<file path="src/design/mesh_volume_and_area_macros.svh">
// assertion macros for the file that checks itself
`ifndef MESH_VOLUME_AND_AREA_MACROS_SVH
`define MESH_VOLUME_AND_AREA_MACROS_SVH
`ifndef ASSERT_OFF
// same-cycle implication
`define MVA_ASSERT_IMP(label, clk, rstn, ante, cons) \
    label: assert property (@(posedge clk) disable iff (!rstn) (ante) |-> (cons)) \
        else $error("same-cycle check failed");
// next-cycle implication
`define MVA_ASSERT_NXT(label, clk, rstn, ante, cons) \
    label: assert property (@(posedge clk) disable iff (!rstn) (ante) |=> (cons)) \
        else $error("next-cycle check failed");
`else
`define MVA_ASSERT_IMP(label, clk, rstn, ante, cons)
`define MVA_ASSERT_NXT(label, clk, rstn, ante, cons)
`endif
`endif

</file>
<file path="src/design/mva_pkg.sv">
package mva_pkg;

    typedef struct packed {
        logic signed [31:0] ax;
        logic signed [31:0] ay;
        logic signed [31:0] az;
        logic signed [31:0] bx;
        logic signed [31:0] by;
        logic signed [31:0] bz;
        logic signed [31:0] cx;
        logic signed [31:0] cy;
        logic signed [31:0] cz;
        logic               last_triangle;
    } in_word_t;

    typedef struct packed {
        logic signed [63:0] total_volume;
        logic        [62:0] total_area;
        logic               saturated;
    } out_word_t;

    localparam int CFG_ADDR_W = 2;
    localparam int CFG_DATA_W = 32;
    localparam logic [CFG_ADDR_W-1:0] CFG_REF_X = 2'd0;
    localparam logic [CFG_ADDR_W-1:0] CFG_REF_Y = 2'd1;
    localparam logic [CFG_ADDR_W-1:0] CFG_REF_Z = 2'd2;

    // positions of the difference vectors in a queue word, in coordinate slots
    localparam int F_AB = 0;
    localparam int F_AC = 3;
    localparam int F_XA = 6;

    localparam int QUEUE_DEPTH = 2;

    // 2^34 / 3 rounded up, exact quotient for dividends below 2^33
    localparam logic [32:0] RECIP3 = 33'h1_5555_5556;
    // floor(2^32 / 3)
    localparam logic [31:0] THIRD_WORD = 32'h5555_5555;
    localparam logic [63:0] VOL_MAX = 64'h7fff_ffff_ffff_ffff;
    localparam logic [63:0] VOL_MIN = 64'h8000_0000_0000_0000;
    localparam logic [62:0] AREA_MAX = 63'h7fff_ffff_ffff_ffff;

    typedef enum logic [2:0] {
        BK_IDLE,
        BK_MUL,
        BK_ACC,
        BK_PREP,
        BK_ROOT,
        BK_FIN
    } back_state_t;

    typedef enum logic [1:0] {
        PH_CROSS,
        PH_DOT,
        PH_SQ
    } phase_t;

    function automatic logic [1:0] next3(input logic [1:0] i);
        next3 = (i == 2'd2) ? 2'd0 : i + 2'd1;
    endfunction

endpackage

</file>
<file path="src/design/mva_fifo.sv">
module mva_fifo #(
    parameter int WIDTH = 298
) (
    input  logic             aclk,
    input  logic             aresetn,
    input  logic             in_valid,
    output logic             in_ready,
    input  logic [WIDTH-1:0] in_data,
    output logic             out_valid,
    input  logic             out_ready,
    output logic [WIDTH-1:0] out_data
);

    localparam int PW = (mva_pkg::QUEUE_DEPTH > 1) ? $clog2(mva_pkg::QUEUE_DEPTH) : 1;
    localparam int CW = $clog2(mva_pkg::QUEUE_DEPTH + 1);

    logic [WIDTH-1:0] slot_reg [mva_pkg::QUEUE_DEPTH];
    logic [PW-1:0]    wr_ptr_reg, wr_ptr_next;
    logic [PW-1:0]    rd_ptr_reg, rd_ptr_next;
    logic [CW-1:0]    count_reg, count_next;
    logic             push, pop;

    assign in_ready  = count_reg != CW'(mva_pkg::QUEUE_DEPTH);
    assign out_valid = count_reg != '0;
    assign out_data  = slot_reg[rd_ptr_reg];
    assign push      = in_valid && in_ready;
    assign pop       = out_valid && out_ready;

    function automatic logic [PW-1:0] bump(input logic [PW-1:0] p);
        bump = (p == PW'(mva_pkg::QUEUE_DEPTH - 1)) ? '0 : p + PW'(1);
    endfunction

    always_comb begin
        wr_ptr_next = push ? bump(wr_ptr_reg) : wr_ptr_reg;
        rd_ptr_next = pop ? bump(rd_ptr_reg) : rd_ptr_reg;
        count_next  = count_reg;
        if (push && !pop) begin
            count_next = count_reg + CW'(1);
        end else if (pop && !push) begin
            count_next = count_reg - CW'(1);
        end
    end

    always_ff @(posedge aclk) begin
        if (!aresetn) begin
            wr_ptr_reg <= '0;
            rd_ptr_reg <= '0;
            count_reg  <= '0;
        end else begin
            wr_ptr_reg <= wr_ptr_next;
            rd_ptr_reg <= rd_ptr_next;
            count_reg  <= count_next;
        end
    end

    always_ff @(posedge aclk) begin
        if (push) begin
            slot_reg[wr_ptr_reg] <= in_data;
        end
    end

endmodule

</file>
<file path="config.mk">
export PLATFORM = sky130hd
export DESIGN_NAME = mva_fifo
export DESIGN_NICKNAME = d
export VERILOG_FILES = /design/src/design/mesh_volume_and_area_macros.svh /design/src/design/mva_pkg.sv /design/src/design/mva_fifo.sv
export SDC_FILE = /design/constraint.sdc
export NUM_CORES = 1
export LEC_CHECK = 0
export ABC_AREA = 1
export BUFFER_PORTS_ARGS = -buffer_cell sky130_fd_sc_hd__buf_2
export CORE_AREA = 3 3 235 237
export DETAILED_ROUTE_END_ITERATION = 7
export DIE_AREA = 0 0 238 240
export PLACE_DENSITY = 0.71
export SYNTH_ARGS = -nofsm -noshare
export SYNTH_HDL_FRONTEND = slang
export SYNTH_SLANG_ARGS = --single-unit
</file>
<file path="constraint.sdc">
create_clock -name aclk -period 17.5 [get_ports aclk]
set_input_delay 0.875 -clock aclk [delete_from_list [all_inputs] [get_ports aclk]]
set_output_delay 0.875 -clock aclk [all_outputs]
set_load 0.05 [all_outputs]
</file>
# After elaboration in Yosys (flattened, before gate mapping)
# Memories as Yosys holds them, arrays and structs flattened. A register that Yosys moved wholly into a read port is not among the register bits.
# Index checks and enable logic that the tools add are counted.
totals:
  mem_bits_rw: 596
  output_inout_bits: 300
  mem_count: 1
  word_cells: 25
  ff_bits: 4
  inputBits: 302
memory_table:
  columns: ["name", "depth", "word_bits", "rd", "rd_ports_with_merged_regs", "write_ports", "line", "text"]
  rows:
  - ["slot_reg", 2, 298, 1, 1, 1, "mva_fifo.sv:17", "logic [WIDTH-1:0] slot_reg [mva_pkg::QUEUE_DEPTH];"]
op_classes:
  n_mux: 8
  addsub: 4
  n_eq_ne: 1
  reduce_logical: 8
op_table:
  columns: ["cell", "n"]
  rows:
  - ["$mux W1", 6]
  - ["$logic_and A1 B1 Y1", 4]
  - ["$mux W2", 2]
  - ["$reduce_bool A2 Y1", 2]
  - ["$add A1 B1 Y1 const B", 2]
  - ["$add A2 B1 Y2 const B", 1]
  - ["$logic_not A1 Y1", 2]
  - ["$ne A2 B2 Y1 const B", 1]
  - ["$sub A2 B1 Y2 const B", 1]

# Longest topological paths before layout
logic_depth:
  depth_word: 6
  depth_mapped: 11
  depth_no_buf: 11

# Least setup slack after synthesis
# No wires, ideal clock.
synth_timing:
  path_kind: "input to register"
  start: "input port in_valid"
  end: "memory slot_reg[0][0], enable pin"
  arrival_ns: 13.332
  t_required_ns: 16.535
  slack_ns: 3.203
  setup_ns: 0.965
  cell_stages: 2
  cell_sequence: "nand2_1 -> nor2_1"
synth_via:
  elab_chain_len: 3
synth_lines:
  columns: ["item", "line", "text"]
  rows:
  - ["start: declaration", "mva_fifo.sv:6", "input logic in_valid,"]
  - ["$logic_and A1 B1 Y1", "mva_fifo.sv:26", "assign push = in_valid && in_ready;"]
  - ["$mux W1", "mva_fifo.sv:57", "if (push) begin"]
  - ["$mux W1 (not written as such)", "mva_fifo.sv:58", "slot_reg[wr_ptr_reg] <= in_data;"]
  - ["end: declaration", "mva_fifo.sv:17", null]
# No other way between the ends.

==> out/metrics.yaml <==
status:
  status: "finished clean"
clock_tree:
  clkTransAtPathRegs_ns: 0.06
  root_buffer: "clkbuf_16"
  cts_max_path_buffers: 3
  cts_resized: 0
  hold_buffers: 0
  cts-buffers-inserted: 60
  clk_latency_ns: 0.59
  post_cts.repair.setup_buffers: 0
  clock-sinks: 601
  tritoncts: "yes"
  htree_levels: 2
layout:
  final_nets: 1906
  fin_cells: 2357
  drive_gt1_share_pct: 60.1
  layout_common_cells: "buf_2 (601), edfxtp_1 (596), mux2_4 (201)"
  utilization_pct: 52.6
  final_area_sq_um: 28100
  largest_reg_flops: 596
  areaGrowthSynthToFinish_pct: 24.7
  final_common_cell: "buf_2"
synthesis:
  synth.ff_latch_count: 601
  synth.net_count: 1267
  syn-instance-count: 964
  synth-seq-area-share_pct: 79.7
  syn_area_sq_um: 22600
  synth.distinct_cells: 15
  synth_warnings: 0
  synth_area_per_cell_sq_um: 23.4
timing:
  period_share_pct: 29.0
  rsz0062_at_grt: "false"
  slew-limit-headroom_pct: 23.2
  setup_viol: 0
  fin_hold_ws_ns: 0.466
  skew_ns: 0.0186
  slew_viol_final: 0
  fmax_mhz: 197
  worst_pin_slew_ns: 1.15
  layout_setup_ws_ns: 12.42
  tns_ns: 0
  finalCriticalPeriod_ns: 5.08
  hold_violations: 0
job:
  cap_viol_max_count: 0
routing:
  wl_mm: 48.2
  route.detailed.drc: 0
  ant_nets: 0
  num_vias: 11300
  wire_per_inst_microns: 20.5
  dr.first_iter.drc_count: 593
  routed_via_density: 4.77
  drtPass1Iterations: 4
floorplan:
  row_count: 85
  ioPinCount: 602
  dieHeight_microns: 240
  initial_utilization_pct: 42.2
  die_width_microns: 238
  die_area_sq_um: 57100
  core_area_sq_um: 53500
place:
  dp.cells: 2237
  place_area_sq_um: 26300
  gp_congestion: 0.818
  preCtsSetupSlack_ns: 12.96
  dp_hpwl_mm: 33.0
  port_buffers: 601
grt:
  antenna_found_initial: 17
  grtUsageMet1_pct: 17.6
  grt_overflow: 0
  grt.busiest_layer: "met2"
  grt_usage_pct: 15.9
  grt_max_degree: 165
  grt_first_pass_wirelength_mm: 69.0
  grt_use_met3_pct: 5.83
  grt_use_met2_pct: 28.1
  grt_pass1_vias: 11700
setup_path:
  crit_required_ns: 16.62
  reg2reg_depth: 6
  path_max_fanout: 67
  path_class: "flip-flop to output port"
  cp-start-kind: "flip-flop"
  crit_arrival_ns: 4.20
  crit_path_end_kind: "output port"
min_path:
  hp-class: "primary input to flip-flop"
  hold_depth: 1
power:
  p_total_mw: 4.65
  ir_worst_vdd_mv: 0.120
  p_leak_nw: 10.8
  power.density_nw_per_um2: 165
## final timing paths
check / from / end / slack, ns
worst max-delay path: flip-flop / out_data[282] / 12.42
worst min-delay path: in_data[34] / slot_reg[1][34]$_DFFE_PP_ / 0.47
worst max register to register: count_reg[0]$_SDFFE_PN0P_ / slot_reg[0][197]$_DFFE_PP_ / 14.57
worst min register to register: rd_ptr_reg$_SDFFE_PN0P_ / rd_ptr_reg$_SDFFE_PN0P_ / 0.51
## metal layers
layer  routed length [microns]  share of wire [%]
met2                     25200                 52
met3                      4330                9.0
met4                      1450                3.0
met1                     17200                 36
met5                        78               0.16
## final cells by class
type	count	area [sq um]
clock inverters	31	282
multi-input cells	322	4240
diodes	13	32.5
fillers	4237	25300
well taps	696	871
repair buffers	610	3110
flip-flops and latches	601	18000
inverters	8	30.0
clock buffers	76	1580
## cells by family after synthesis
family / count (synthesis) / synth area share (%)
flops: 601 / 79.7
mux: 298 / 18.2
fa+ha+maj: 1 / 0.0554
buf+inv: 41 / 1.59
compound gates: 4 / 0.0998
simple gates: 19 / 0.333
## worst max-delay path, stage by stage, from the launching register on
cell and delay, ns:
dfxtp_4 1.01, buf_4 0.91, buf_4 0.89, mux2_2 0.43, buf_2 0.22
## cells in the mapped netlist
cell type / count / share of area [%]
edfxtp_1: 596 / 79
mux2_4: 201 / 13
mux2_2: 97 / 4.8
buf_6: 26 / 1.3
nand2_1: 9 / 0.15
inv_1: 8 / 0.13
nor2_1: 8 / 0.13
buf_2: 7 / 0.16
dfxtp_1: 5 / 0.44
o21ai_0: 2 / 0.044
a21oi_1: 1 / 0.022
ha_1: 1 / 0.055
nand3_1: 1 / 0.022
nand4_1: 1 / 0.028
o21a_1: 1 / 0.033
## power by group
part           switching [mW]  total (mW)  internal, mW  leakage (nW)
logic                    1.09        1.54         0.455          4.32
clock network           0.509        1.22         0.708         0.907
registers              0.0671        1.89          1.82          5.60
Power figures use the tool's default switching activity.
