--- config.mk ---
export PLATFORM = sky130hd
export DESIGN_NAME = mva_front
export DESIGN_NICKNAME = d
export VERILOG_FILES = /design/src/design/mesh_volume_and_area_macros.svh /design/src/design/mva_pkg.sv /design/src/design/mva_front.sv
export SDC_FILE = /design/constraint.sdc
export NUM_CORES = 1
export LEC_CHECK = 0
export BUFFER_PORTS_ARGS = -buffer_cell sky130_fd_sc_hd__buf_2
export CAP_MARGIN = 20
export CORE_MARGIN = 8
export CORE_UTILIZATION = 30
export DETAILED_ROUTE_END_ITERATION = 10
export GPL_ROUTABILITY_DRIVEN = 0
export SLEW_MARGIN = 0
export SYNTH_ARGS = -nofsm -noshare
export SYNTH_HDL_FRONTEND = slang
export SYNTH_SLANG_ARGS = --single-unit
--- constraint.sdc ---
create_clock -name aclk -period 14.57 [get_ports aclk]
set_input_delay 1.457 -clock aclk [delete_from_list [all_inputs] [get_ports aclk]]
set_output_delay 1.457 -clock aclk [all_outputs]
set_load 0.03 [all_outputs]
--- src/design/mesh_volume_and_area_macros.svh ---
// assertion macros for the file that checks itself
`ifndef MESH_VOLUME_AND_AREA_MACROS_SVH
`define MESH_VOLUME_AND_AREA_MACROS_SVH
`ifndef ASSERT_OFF
// same-cycle implication
`define MVA_ASSERT_IMP(label, clk, rstn, ante, cons) \
    label: assert property (@(posedge clk) disable iff (!rstn) (ante) |-> (cons)) \
        else $error("same-cycle check failed");
// next-cycle implication
`define MVA_ASSERT_NXT(label, clk, rstn, ante, cons) \
    label: assert property (@(posedge clk) disable iff (!rstn) (ante) |=> (cons)) \
        else $error("next-cycle check failed");
`else
`define MVA_ASSERT_IMP(label, clk, rstn, ante, cons)
`define MVA_ASSERT_NXT(label, clk, rstn, ante, cons)
`endif
`endif

--- src/design/mva_pkg.sv ---
package mva_pkg;

    typedef struct packed {
        logic signed [31:0] ax;
        logic signed [31:0] ay;
        logic signed [31:0] az;
        logic signed [31:0] bx;
        logic signed [31:0] by;
        logic signed [31:0] bz;
        logic signed [31:0] cx;
        logic signed [31:0] cy;
        logic signed [31:0] cz;
        logic               last_triangle;
    } in_word_t;

    typedef struct packed {
        logic signed [63:0] total_volume;
        logic        [62:0] total_area;
        logic               saturated;
    } out_word_t;

    localparam int CFG_ADDR_W = 2;
    localparam int CFG_DATA_W = 32;
    localparam logic [CFG_ADDR_W-1:0] CFG_REF_X = 2'd0;
    localparam logic [CFG_ADDR_W-1:0] CFG_REF_Y = 2'd1;
    localparam logic [CFG_ADDR_W-1:0] CFG_REF_Z = 2'd2;

    // positions of the difference vectors in a queue word, in coordinate slots
    localparam int F_AB = 0;
    localparam int F_AC = 3;
    localparam int F_XA = 6;

    localparam int QUEUE_DEPTH = 2;

    // 2^34 / 3 rounded up, exact quotient for dividends below 2^33
    localparam logic [32:0] RECIP3 = 33'h1_5555_5556;
    // floor(2^32 / 3)
    localparam logic [31:0] THIRD_WORD = 32'h5555_5555;
    localparam logic [63:0] VOL_MAX = 64'h7fff_ffff_ffff_ffff;
    localparam logic [63:0] VOL_MIN = 64'h8000_0000_0000_0000;
    localparam logic [62:0] AREA_MAX = 63'h7fff_ffff_ffff_ffff;

    typedef enum logic [2:0] {
        BK_IDLE,
        BK_MUL,
        BK_ACC,
        BK_PREP,
        BK_ROOT,
        BK_FIN
    } back_state_t;

    typedef enum logic [1:0] {
        PH_CROSS,
        PH_DOT,
        PH_SQ
    } phase_t;

    function automatic logic [1:0] next3(input logic [1:0] i);
        next3 = (i == 2'd2) ? 2'd0 : i + 2'd1;
    endfunction

endpackage

--- src/design/mva_front.sv ---
module mva_front #(
    parameter int COORD_WIDTH = 32,
    localparam int D = COORD_WIDTH + 1,
    localparam int ENTRY_W = 9 * D + 1
) (
    input  logic                aclk,
    input  logic                aresetn,
    input  logic                s_valid,
    output logic                s_ready,
    input  mva_pkg::in_word_t   s_data,
    input  logic [31:0]         ref_x,
    input  logic [31:0]         ref_y,
    input  logic [31:0]         ref_z,
    output logic                f_valid,
    output logic [ENTRY_W-1:0]  f_entry,
    input  logic                q_ready
);

    logic               f_valid_reg, f_valid_next;
    logic [ENTRY_W-1:0] f_entry_reg, entry_next;
    logic signed [D-1:0] va [3];
    logic signed [D-1:0] vb [3];
    logic signed [D-1:0] vc [3];
    logic signed [D-1:0] vr [3];
    logic               take;

    assign s_ready = !f_valid_reg || q_ready;
    assign take    = s_valid && s_ready;

    always_comb begin
        va[0] = D'($signed(s_data.ax[COORD_WIDTH-1:0]));
        va[1] = D'($signed(s_data.ay[COORD_WIDTH-1:0]));
        va[2] = D'($signed(s_data.az[COORD_WIDTH-1:0]));
        vb[0] = D'($signed(s_data.bx[COORD_WIDTH-1:0]));
        vb[1] = D'($signed(s_data.by[COORD_WIDTH-1:0]));
        vb[2] = D'($signed(s_data.bz[COORD_WIDTH-1:0]));
        vc[0] = D'($signed(s_data.cx[COORD_WIDTH-1:0]));
        vc[1] = D'($signed(s_data.cy[COORD_WIDTH-1:0]));
        vc[2] = D'($signed(s_data.cz[COORD_WIDTH-1:0]));
        vr[0] = D'($signed(ref_x[COORD_WIDTH-1:0]));
        vr[1] = D'($signed(ref_y[COORD_WIDTH-1:0]));
        vr[2] = D'($signed(ref_z[COORD_WIDTH-1:0]));
        entry_next = '0;
        entry_next[0] = s_data.last_triangle;
        for (int i = 0; i < 3; i++) begin
            entry_next[1 + (mva_pkg::F_AB + i) * D +: D] = vb[i] - va[i];
            entry_next[1 + (mva_pkg::F_AC + i) * D +: D] = vc[i] - va[i];
            entry_next[1 + (mva_pkg::F_XA + i) * D +: D] = va[i] - vr[i];
        end
        f_valid_next = take ? 1'b1 : (f_valid_reg && !q_ready);
    end

    always_ff @(posedge aclk) begin
        if (!aresetn) begin
            f_valid_reg <= 1'b0;
        end else begin
            f_valid_reg <= f_valid_next;
        end
    end

    always_ff @(posedge aclk) begin
        if (take) begin
            f_entry_reg <= entry_next;
        end
    end

    assign f_valid = f_valid_reg;
    assign f_entry = f_entry_reg;

endmodule

**Word level (Yosys, flattened, before mapping)**

Cells that the tools add are included.

- Bits of input ports: 389
- Logic and storage cells: 17
- Bits in registers: 299
- Output and inout port bits: 300

- Add/sub/neg operators: 9
- Multiplexer cells: 1
- Reduce and logical (&&, ||, !) cells: 5

Operators with widths:

| cell | number |
|---|---|
| 32-bit by 32-bit subtractor with 33-bit output | 9 |
| 1-bit logical AND | 2 |
| 1-bit logical NOT | 2 |
| 1-bit logical OR | 1 |
| 1-bit 2-to-1 mux | 1 |

**Depth between registers and ports, before layout**

- Depth in word-level cells: 4
- Depth in mapped cells: 13

**Least setup slack after synthesis**

No wires, ideal clock.

- Path type: input to register
- From: in q_ready
- To: reg f_entry_reg[0], in the netlist f_entry[0] (enable)
- Slack: 5.296 ns
- Setup time: 0.696 ns
- Path buffers: 0
- Data arrival time: 8.578 ns
- Stages on the path: 2
- Cells stage by stage: nand2b_1 -> and2_1

- Word-level cells in the longest chain between the ends: 2

Ends and longest elaborated chain:

| what | RTL line | source |
|---|---|---|
| from (decl) | mva_front.sv:16 | `input logic q_ready` |
| 1-bit logical OR | mva_front.sv:27 | `assign s_ready = !f_valid_reg \|\| q_ready;` |
| 1-bit logical AND | mva_front.sv:28 | `assign take = s_valid && s_ready;` |
| net take | mva_front.sv:25 | `logic take;` |
| to (signal assigned) | mva_front.sv:63 | `f_entry_reg <= entry_next;` |
| to (decl) | mva_front.sv:20 | `logic [ENTRY_W-1:0] f_entry_reg, entry_next;` |

The timed path passes the listed nets, and every way through them passes these cells.
A chain may end at the register's enable or synchronous reset.

**Worst setup path in the final report**

- From: in s_data[226] (netlist bit)
- To: reg f_entry_reg[63], in the netlist f_entry[63], data pin

- Word-level cells in the longest chain between the ends: 1

Ends and longest elaborated chain:

| what | RTL line | source |
|---|---|---|
| from (decl) | mva_front.sv:10 | `input mva_pkg::in_word_t s_data,` |
| 32-bit by 32-bit subtractor with 33-bit output | mva_front.sv:46 | `entry_next[1 + (mva_pkg::F_AB + i) * D +: D] = vb[i] - va[i];` |
| net entry_next[63] | mva_front.sv:20 |  |

The timed path passes the listed nets, and every way through them passes these cells.

==> flow_summary.ini <==
[run_status]
run_status = completed

[yosys]
post-synth-top-area-fraction_pct = 37.68
ys_dominant_reg_cell = sky130_fd_sc_hd__edfxtp_1
synth_cells = 2490
yosys_warnings = 0
seq_area_frac_synth_pct = 37.76
synth_top_cell_by_area = sky130_fd_sc_hd__edfxtp_1
synth.area.top_cells = sky130_fd_sc_hd__edfxtp_1, sky130_fd_sc_hd__ha_1, sky130_fd_sc_hd__xnor2_1
synth_nets = 3176
async_flop_share_pct = 0
yosys_register_bits = 299
netlist_area_sq_um = 23750
synthesized_area_divided_by_synthesized_cell_count_sq_um = 9.538
synth-edff-count = 298
yosys.cell_types.count = 81

[power]
total_leakage_power_uw = 0.01404
worst_ir_drop_vdd_mv = 0.07748
pwr_density_cell_nw_per_um2 = 112.5

[sta]
final.period_utilization_pct = 28.74
setup-tns-final_ns = 0
rsz0062_at_grt = false
relSlewSlack_pct = 34.85
worst_slew_pin_slew_ns = 0.9772
final_hold_violations = 0
max_clock_freq_mhz = 238.9
min_period_ns = 4.187
clock_skew_ns = 0.01995
count_of_pins_over_their_slew_limit = 0
final-setup-viol-count = 0

[die]
dieWidth_um = 297.4
initial_utilization_pct = 30.16
placementRows = 103
design.die.area_sq_um = 88430
top_level_ports = 689
core_region_area_sq_um = 78740
die_height_um = 297.4

[global_route]
globalRoute.totalOverflow = 0
wire_length_of_the_first_global_routing_pass_mm = 133.2
globalRouteTotalUtil_pct = 19.46
grt_pass1_vias = 21500
initial_antenna_violation_count = 30
grt_max_degree = 69

[route]
detail_route.drc_violations = 0
route.detailed.vias_per_inst = 4.990
number_of_routed_nets_with_antenna_violations = 0
wl_mm = 90.52
total_number_of_vias = 21410
drt_iter0_drc = 1435
drt-wirelength-per-cell_um = 21.09
detail_route.first_pass.iterations = 5

[clock_network]
cts_tree = built
cts-root-buf = sky130_fd_sc_hd__clkbuf_16
tritoncts.num_buffers = 42
ctsHoldBuffers = 0
clockBufferDepth = 3
clkSlewWorstSetupHoldPaths_ns = 0.06
cts_setup_buffers = 0
cts_num_sinks = 299
clock_insertion_delay_worst_skew_ns = 0.57
cts_max_level = 2
cts_resized = 0

[setup_path]
critical_path.startpoint_type = input port
timing.critical_path.fanout_max = 4
critical_path_capture_point_type = register
path_class = input port to register
worst-endpoint-required_ns = 14.88
arrival_time_at_the_worst_endpoint_ns = 4.50

[placed_design]
dp_hpwl_mm = 76.94
place.port_buffers = 688

[job]
drv.max_cap_violation_count = 0

[finish]
final_core_utilization_pct = 37.90
areaGrowthSynthToFinish_pct = 25.66
nFillCells = 8019
largest_register_ffs = 298
finish.net_count = 3880
drive_gt1_share_pct = 24.34

[hold_path]
worst_hold_path_type = register to register
[worst max-delay path: stages]
cell	delay [ns]
sky130_fd_sc_hd__buf_2	0.14
sky130_fd_sc_hd__inv_1	0.12
sky130_fd_sc_hd__ha_1	0.28
sky130_fd_sc_hd__nor2b_1	0.14
sky130_fd_sc_hd__o31a_1	0.28
sky130_fd_sc_hd__o211ai_1	0.25
sky130_fd_sc_hd__a31oi_1	0.23
sky130_fd_sc_hd__a211oi_2	0.49
sky130_fd_sc_hd__o21ai_1	0.16
sky130_fd_sc_hd__o31ai_1	0.38
sky130_fd_sc_hd__o31ai_1	0.20
sky130_fd_sc_hd__o41ai_2	0.27
sky130_fd_sc_hd__xnor2_1	0.10
[layer usage]
metal	part of all wire, %	vias up	track usage (%)
met5	0.18	-	0
met4	2.7	24	5.381
met3	8.6	131	6.161
met2	48	740	33.94
met1	40	10010	22.87
li1	-	10510	-
[kinds of logic after synthesis]
group                      share of synthesized area [%]
AOI/OAI and AO/OA                                  20.69
and+or+nand+nor                                    11.80
buffers and inverters                              5.073
DFF                                                37.76
adders and majority gates                          15.93
xor gates and xnor gates                           8.740
[stage by stage]
stage                     cells  setup WS, ns  total power [uW]  cell area [sq um]  hold WS, ns
after floorplan            2490         5.296              1957              23750       0.8846
after global placement     4200         9.715              2318              28420       0.5213
final                      4291         10.38              3357              29840       0.5333
after CTS                  4275         10.33              3401              29800       0.5368
after detailed placement   4200         9.721              2320              28420       0.5274
after global routing       4281         10.01              3527              29820       0.5855
[area by class of cell]
class | instances | area (sq um) | area share, %
multi-input cells | 1870 | 13580 | 45.50
flip-flops and latches | 299 | 8969 | 30.05
repair buffers | 692 | 3473 | 11.64
well taps | 1050 | 1314 | 4.402
clock buffers | 52 | 1110 | 3.719
inverters | 289 | 1085 | 3.635
clock inverters | 23 | 274.0 | 0.9182
diodes | 16 | 40.04 | 0.1342
[cell usage in the layout, fill, tap and decap left out, types with 7 or more instances in the layout]
master and instances:
sky130_fd_sc_hd__and2_1 10, sky130_fd_sc_hd__a21o_1 117, sky130_fd_sc_hd__inv_1 289, sky130_fd_sc_hd__o211ai_1 9, sky130_fd_sc_hd__xnor2_1 158, sky130_fd_sc_hd__a21oi_1 224, sky130_fd_sc_hd__clkbuf_1 9, sky130_fd_sc_hd__a211oi_1 21
sky130_fd_sc_hd__nand4_1 34, sky130_fd_sc_hd__clkbuf_16 43, sky130_fd_sc_hd__o31a_1 11, sky130_fd_sc_hd__a31oi_1 20, sky130_fd_sc_hd__o22ai_1 12, sky130_fd_sc_hd__o21a_1 61, sky130_fd_sc_hd__or3_1 11, sky130_fd_sc_hd__o31ai_1 19
sky130_fd_sc_hd__o2111ai_1 7, sky130_fd_sc_hd__ha_1 288, sky130_fd_sc_hd__clkinv_2 7, sky130_fd_sc_hd__xor2_1 79, sky130_fd_sc_hd__nand3_1 57, sky130_fd_sc_hd__nor3_1 30, sky130_fd_sc_hd__o21ai_0 113, sky130_fd_sc_hd__buf_2 688
sky130_fd_sc_hd__nand2b_1 36, sky130_fd_sc_hd__and3_1 14, sky130_fd_sc_hd__nand2_1 134, sky130_fd_sc_hd__o21ai_1 35, sky130_fd_sc_hd__diode_2 16, sky130_fd_sc_hd__fa_1 9, sky130_fd_sc_hd__nor2b_1 48, sky130_fd_sc_hd__edfxtp_1 298
sky130_fd_sc_hd__nor2_1 174, sky130_fd_sc_hd__o21bai_1 21
[where the power goes]
part           leakage (uW)  switching, uW  total (uW)  internal, uW
registers           0.00289           36.8        1150          1110
logic                0.0105            749        1150           405
clock network      0.000672            422        1050           633
[worst paths after layout]
kind / startpoint / to / slack (ns) / cells after the start
setup / recovery: s_data[226] / f_entry[63] / 10.38 / 13
setup reg to reg: f_valid / f_entry[295] / 11.22 / 4
hold reg to reg: f_valid / f_valid / 0.53 / 2
hold / removal: f_valid / f_valid / 0.53 / 2
[Yosys cell counts (4+ instances only)]
| library cell | n |
|---|---|
| sky130_fd_sc_hd__a31o_2 | 5 |
| sky130_fd_sc_hd__o31a_1 | 11 |
| sky130_fd_sc_hd__xor2_1 | 79 |
| sky130_fd_sc_hd__a211o_1 | 6 |
| sky130_fd_sc_hd__and3_1 | 14 |
| sky130_fd_sc_hd__nor3_1 | 30 |
| sky130_fd_sc_hd__a2111oi_0 | 5 |
| sky130_fd_sc_hd__o22ai_1 | 12 |
| sky130_fd_sc_hd__a41oi_1 | 5 |
| sky130_fd_sc_hd__nand2_1 | 134 |
| sky130_fd_sc_hd__a311oi_1 | 4 |
| sky130_fd_sc_hd__and2_1 | 11 |
| sky130_fd_sc_hd__or3_1 | 11 |
| sky130_fd_sc_hd__xnor2_1 | 158 |
| sky130_fd_sc_hd__o21ai_1 | 35 |
| sky130_fd_sc_hd__nor2_1 | 174 |
| sky130_fd_sc_hd__nand4_1 | 34 |
| sky130_fd_sc_hd__o211a_1 | 5 |
| sky130_fd_sc_hd__o41ai_1 | 4 |
| sky130_fd_sc_hd__o211ai_1 | 9 |
| sky130_fd_sc_hd__a31oi_1 | 20 |
| sky130_fd_sc_hd__o2111ai_1 | 7 |
| sky130_fd_sc_hd__nor4_1 | 6 |
| sky130_fd_sc_hd__inv_1 | 289 |
| sky130_fd_sc_hd__a21boi_0 | 6 |
| sky130_fd_sc_hd__nor2b_1 | 48 |
| sky130_fd_sc_hd__a211oi_1 | 21 |
| sky130_fd_sc_hd__or2_2 | 6 |
| sky130_fd_sc_hd__fa_1 | 9 |
| sky130_fd_sc_hd__clkbuf_1 | 32 |
| sky130_fd_sc_hd__o21a_1 | 61 |
| sky130_fd_sc_hd__o31ai_1 | 19 |
| sky130_fd_sc_hd__o21bai_1 | 21 |
| sky130_fd_sc_hd__ha_1 | 288 |
| sky130_fd_sc_hd__a21o_1 | 117 |
| sky130_fd_sc_hd__nand3_1 | 57 |
| sky130_fd_sc_hd__a21oi_1 | 224 |
| sky130_fd_sc_hd__o21ai_0 | 113 |
| sky130_fd_sc_hd__edfxtp_1 | 298 |
| sky130_fd_sc_hd__and4_1 | 4 |
| sky130_fd_sc_hd__nand2b_1 | 36 |
No activity file was read; power rests on OpenSTA's default activity.
